**config.mk**
```make
export PLATFORM = sky130hd
export DESIGN_NAME = swa_divider
export DESIGN_NICKNAME = d
export VERILOG_FILES = /design/src/rtl/core/swa_pkg.sv /design/src/rtl/core/swa_divider.sv
export SDC_FILE = /design/constraint.sdc
export NUM_CORES = 1
export LEC_CHECK = 0
export BUFFER_PORTS_ARGS = -buffer_cell sky130_fd_sc_hd__buf_2
export CAP_MARGIN = 40
export CORE_UTILIZATION = 54
export DETAILED_ROUTE_END_ITERATION = 6
export PLACE_DENSITY = 0.76
export SKIP_CTS_REPAIR_TIMING = 1
export SLEW_MARGIN = 20
export SYNTH_ARGS = -nofsm -noshare
export SYNTH_HDL_FRONTEND = slang
export SYNTH_SLANG_ARGS = --single-unit
export TNS_END_PERCENT = 100
```
**constraint.sdc**
```tcl
create_clock -name clock -period 4.11 [get_ports clock]
set_clock_uncertainty 0.2 [all_clocks]
set_input_delay 0.411 -clock clock [delete_from_list [all_inputs] [get_ports clock]]
set_output_delay 0.411 -clock clock [all_outputs]
set_load 0.1 [all_outputs]
```
**src/rtl/core/swa_pkg.sv**
```systemverilog
// Shared types and constants for the sliding window aggregate block.
// No dependencies; imported by every module of the block.
package swa_pkg;
   localparam int WindowMaxDefault = 64;
   localparam int ValueBitsDefault = 32;
   localparam int SUM_BITS = 40;

   localparam logic [2:0] MODE_COUNT = 3'd0;
   localparam logic [2:0] MODE_SUM   = 3'd1;
   localparam logic [2:0] MODE_AVG   = 3'd2;
   localparam logic [2:0] MODE_MIN   = 3'd3;
   localparam logic [2:0] MODE_MAX   = 3'd4;

   localparam logic [1:0] ST_OK      = 2'd0;
   localparam logic [1:0] ST_EMPTY   = 2'd1;
   localparam logic [1:0] ST_DIVZERO = 2'd2;

   localparam logic [0:0] REG_MODE = 1'd0;
   localparam logic [0:0] REG_LEN  = 1'd1;

   typedef struct packed {
      logic        clear_first;
      logic        drop_oldest;
      logic        push_valid;
      logic [31:0] push_value;
      logic [15:0] push_pos;
      logic        emit;
      logic [15:0] window_start;
      logic [31:0] window_count;
   } req_type;

   typedef struct packed {
      logic [39:0] result_value;
      logic [1:0]  status;
   } rsp_type;
endpackage

```
**src/rtl/core/swa_divider.sv**
```systemverilog
// Signed 40-bit by unsigned 32-bit restoring divider, one quotient bit a cycle.
// Depends on swa_pkg. Quotient truncates toward zero.
module swa_divider
   import swa_pkg::*;
(
   input  logic                clock,
   input  logic                reset,
   input  logic                start,
   input  logic [SUM_BITS-1:0] dividend,
   input  logic [31:0]         divisor,
   output logic                done,
   output logic [SUM_BITS-1:0] quotient
);
   logic [SUM_BITS-1:0] quo_ff, quo_in;
   logic [31:0]         rem_ff, rem_in;
   logic [31:0]         dvs_ff, dvs_in;
   logic [5:0]          cnt_ff, cnt_in;
   logic                busy_ff, busy_in, neg_ff, neg_in, done_ff, done_in;
   logic [SUM_BITS-1:0] mag;
   logic [32:0]         trial;

   assign mag   = dividend[SUM_BITS-1] ? (~dividend + 1'b1) : dividend;
   assign trial = {rem_ff, quo_ff[SUM_BITS-1]};

   // shift in one dividend bit, subtract when it fits
   always_comb begin
      quo_in = quo_ff; rem_in = rem_ff; dvs_in = dvs_ff; cnt_in = cnt_ff;
      busy_in = busy_ff; neg_in = neg_ff; done_in = 1'b0;
      if (start) begin
         quo_in = mag; rem_in = '0; dvs_in = divisor;
         cnt_in = 6'(SUM_BITS); busy_in = 1'b1; neg_in = dividend[SUM_BITS-1];
      end else if (busy_ff) begin
         if (trial >= {1'b0, dvs_ff}) begin
            rem_in = 32'(trial - {1'b0, dvs_ff});
            quo_in = {quo_ff[SUM_BITS-2:0], 1'b1};
         end else begin
            rem_in = trial[31:0];
            quo_in = {quo_ff[SUM_BITS-2:0], 1'b0};
         end
         cnt_in = cnt_ff - 1'b1;
         if (cnt_ff == 6'd1) begin
            busy_in = 1'b0; done_in = 1'b1;
         end
      end
   end

   always_ff @(posedge clock) begin
      quo_ff <= quo_in; rem_ff <= rem_in; dvs_ff <= dvs_in;
      cnt_ff <= cnt_in; neg_ff <= neg_in;
      if (reset) begin
         busy_ff <= 1'b0; done_ff <= 1'b0;
      end else begin
         busy_ff <= busy_in; done_ff <= done_in;
      end
   end

   assign done     = done_ff;
   assign quotient = neg_ff ? (~quo_ff + 1'b1) : quo_ff;
endmodule

```
After elaboration in Yosys (flattened, before gate mapping)
Cells that the tools add are included. Widths: inputs -> output; s select.

$add $sub $neg: 4. Multiply operators: 0. Divide/modulo/power cells: 0. Magnitude comparators: 1. Equality and inequality tests: 1. Shift-type cells: 0. Multiplexer cells: 10. Bitwise logic cells: 3. Reduce and logical (&&, ||, !) cells: 2.

Operator list (number): $mux 40 (4); $add 40x1->40 const B (2); $not 40->40 (2); $ge 33x32->1 (1); $mux 32 (1); $sub 32x32->32 (1); $eq 6x1->1 const B (1); $sub 6x1->6 const B (1); $mux 1 (5); $reduce_or 3->1 (1); $reduce_bool 2->1 (1); $not 1->1 (1).

Bits in registers: 113. Latch bits: 0. Bits in writable memories: 0. Bits in read-only memories: 0. Input bits: 75. Output and inout bits: 41. Logic and storage cells: 28. Memories kept: 0.

Logic depth before layout (Yosys ltp)
Depth after elaboration: 4. Depth in mapped cells: 14. Gate-level depth less buffers: 12.

Worst setup path before layout
No wires, ideal clock.

Kind: register to output. Start point: register quo_ff[5]. End point: output quotient[37]. Arrival: 3.398 ns. Data required time: 3.499 ns. Setup slack: 0.101 ns. Cell stages (with the launch flop): 9. Path buffers: 0. Cell sequence: edfxtp_1 or3_4 or4_4 nor2_2 nand2_1 or4_4 or3_4 o41ai_4 xnor2_1.

Word-level cells in the longest chain between the ends: 3.

Ends and longest elaborated chain: from (decl) (RTL line swa_divider.sv:14) `logic [SUM_BITS-1:0] quo_ff, quo_in;`; from (signal assigned) (RTL line swa_divider.sv:48) `quo_ff <= quo_in; rem_ff <= rem_in; dvs_ff <= dvs_in;`; $not 40->40 (RTL line swa_divider.sv:58) `assign quotient = neg_ff ? (~quo_ff + 1'b1) : quo_ff;`; $add 40x1->40 (RTL line swa_divider.sv:58); $mux 40 (RTL line swa_divider.sv:58); to (decl) (RTL line swa_divider.sv:12) `output logic [SUM_BITS-1:0] quotient`.

Every way passes these cells.

Worst setup path after layout
Start point: register quo_ff[5]. End point: output quotient[34].

Same word-level chain as after synthesis.

==> flow_metrics.tcl <==
set metrics [dict create \
    worst_ir_drop_vdd_v 0.0003555 \
    detailedPlacementHpwl_um 12410 \
    area.sequential_um2 2994 \
    synthesis.yosys.warnings 0 \
    cts-root-buf "clkbuf_16" \
    overflow 0 \
    share_of_post_route_cells_with_drive_strength_above_1 0.1824 \
    cell_with_the_biggest_individual_delay_on_the_critical_path "or4_4" \
    cp-end-kind "output pin" \
    crit_path_max_incr_delay_ns 0.53 \
    wire_per_inst_um 14.97 \
    gr-usage-all-layers 0.2500 \
    grt_pass1_wl_um 29450 \
    final_core_utilization 0.6940 \
    gpl.final_weighted_congestion 0.8841 \
    critical_path_buf_inv_count 1 \
    post_synth_main_area_contributors "edfxtp_1 28%, dfxtp_1 10%, xnor2_1 7.2%, ha_1 5.8%, a21oi_1 5.5%" \
    drtPass1Iterations 5 \
    synth_top_area_frac 0.2801 \
    drc 0 \
    grt_start_max_net_pins 73 \
    rsz_0062_raised_after_global_routing "true" \
    placed_cells_incl_taps 1135 \
    antenna_found_initial 0 \
    dr_vias 6750 \
    outcome "finished with violations" \
    antenna_violating_nets_post_route 0 \
    finalNetCount 1124 \
    holdCritPathClass "input port to flop" \
    maxCapViolCount 0 \
    clkSlewWorstSetupHoldPaths_ns 0.06 \
    stdcell_count 1205 \
    mappedNetlistNets 986 \
    ys_seq_area_frac 0.3824 \
    port_buffers 115 \
    tightest_slew_ns 0.6875 \
    drt_iter0_markers 335 \
    cp_max_fo 4 \
    post_synth_instance_area_um2 7828 \
    antenna_cells_inserted 0 \
    num-fill-cells 1152 \
    power_density_nw_per_um2 475.7 \
    ys_top_cells_by_count "102 x nor2_1, 86 x a21oi_1, 73 x edfxtp_1" \
    multiInputGateArea_um2 4528 \
    drt-vias-per-instance 5.602 \
    critPathRequiredTime_ns 3.50 \
    ys_seq_elements 113 \
    final-hold-violation-count 0 \
    synth_instances 874 \
    clock_tree_from_tritoncts "done" \
    fmaxAchievable_ghz 0.2373 \
    die_area_um2 14980 \
    cts-htree-levels 4 \
    area.growth.synth_to_final_pct 24.02 \
    cts_inserted_buffers 17 \
    totalWireLength_um 18040 \
    report.final.slew_viol_count 0 \
    die_width_um 122.4 \
    core_area_um2 13990 \
    setup_slack_ns -0.1048 \
    clock_buffer_depth 2 \
    critical_path.cell_chain "or3_4, or4_4, nor2_4, nand2_2, or4_4, or3_4, o41ai_4, xnor2_1, bufbuf_16" \
    synth_flop_cell "edfxtp_1" \
    setup_viol_count_final 4 \
    ioPinCount 116 \
    cell_with_the_most_instances_after_synthesis "nor2_1" \
    critical_path_class "flop to output pin" \
    worst_skew_pair.late_latency_ns 0.42 \
    yosys.cell_types.count 67 \
    num_rows 43 \
    tritoncts_num_sinks 113 \
    first_global_vias 6422 \
    timing.final.crit_period_ns 4.215 \
    max-slew-margin-rel 0.5417 \
    die_h_um 122.4 \
    synth.avg_cell_area_um2 8.956 \
    crit_path_start_kind "flop" \
    cellLeakagePower_nw 4.019 \
    cp_data_arrival_time_ns 3.60 \
    number_of_enable_flip_flop_cells_after_synthesis 73 \
    dp_worst_setup_slack_ns 0.3410 \
    layout_worst_path_cycle_share 1.026 \
    failing_checks "negative setup slack" \
    ys_async_sr_fraction 0 \
    path_delay_family "simple AND/OR/NAND/NOR gates" \
    floorplan.initialDensity 0.5596 \
    synth_area_leader_cell "edfxtp_1" \
]
[cell families after synthesis]
kind of cell	share of synthesized area
flops	0.3824
buf+inv	0.04476
simple gates	0.1662
compound gates	0.2091
xor+xnor	0.1108
fa+ha+maj	0.06010
mux	0.02669
[cell type report]
cell class                      instances  area share
Multi-Input combinational cell        670      0.4664
Clock inverter                         11     0.01650
Tap cell                              180     0.02320
Sequential cell                       113      0.3084
Clock buffer                           21     0.04743
Inverter                               50     0.01933
Timing Repair Buffer                  160      0.1187
[metrics by stage]
stage / power (mW) / setup TNS [ns] / instance area [um^2] / hold WS, ns
2_1_floorplan: 2.682 / 0 / 7828 / 0.2600
3_3_place_gp: 3.002 / 0 / 8636 / 0.2753
3_5_place_dp: 3.020 / 0 / 8656 / 0.2829
4_1_cts: 4.585 / -0.5064 / 9276 / -0.04684
5_1_grt: 4.820 / -0.8840 / 9708 / 0.2000
6_report: 4.619 / -0.2451 / 9708 / 0.1911
[layer usage]
metal  track usage  part of all wire  up-vias
met3       0.06087             0.044       17
met2        0.4178              0.49      149
met5             0                 0        -
li1              -                 -     3460
met4       0.07927             0.011        0
met1        0.3163              0.45     3124
[where the power goes]
part           internal, mW  switching, mW
Clock                  1.04          0.516
Sequential             1.34          0.106
Combinational         0.517           1.10
Total                  2.90           1.72
[state kept, by name, summed over array words and instances, names as in the netlist]
register and count:
quo_ff 40, dvs_ff 32, rem_ff 32, cnt_ff 6, busy_ff 1, done 1, neg_ff 1
[cell usage in the layout (no fill, tap or decap), types with 12 or more instances in the layout]
| master | n |
|---|---|
| a211oi_1 | 29 |
| a21o_1 | 16 |
| a21oi_1 | 86 |
| buf_2 | 104 |
| buf_4 | 12 |
| clkbuf_16 | 17 |
| dfxtp_1 | 39 |
| dlygate4sd3_1 | 33 |
| edfxtp_1 | 73 |
| ha_1 | 36 |
| inv_1 | 50 |
| mux2i_1 | 13 |
| nand2_1 | 48 |
| nor2_1 | 102 |
| nor3_1 | 13 |
| o21ai_0 | 23 |
| o21ai_1 | 27 |
| o31ai_1 | 21 |
| or3_1 | 17 |
| xnor2_1 | 62 |
| xor2_1 | 35 |
[worst reg2reg max path: stages (launching register included)]
cell      delay, ns
edfxtp_1       0.41
inv_1          0.08
ha_1           0.23
nor2b_1        0.15
o31a_1         0.30
o311ai_1       0.27
nand2_1        0.15
a41oi_1        0.52
o311a_2        0.25
buf_4          0.40
mux2i_1        0.32
o22ai_1        0.11
[worst paths after layout]
path	from	end	slack [ns]	cells after the start
setup / recovery	quo_ff[5]	quotient[34]	-0.10	9
hold / removal	dividend[0]	quo_ff[0]	0.19	3
setup reg to reg	dvs_ff[1]	rem_ff[18]	0.59	11
hold reg to reg	rem_ff[26]	rem_ff[26]	0.30	2
(Power assumes the default switching activity.)
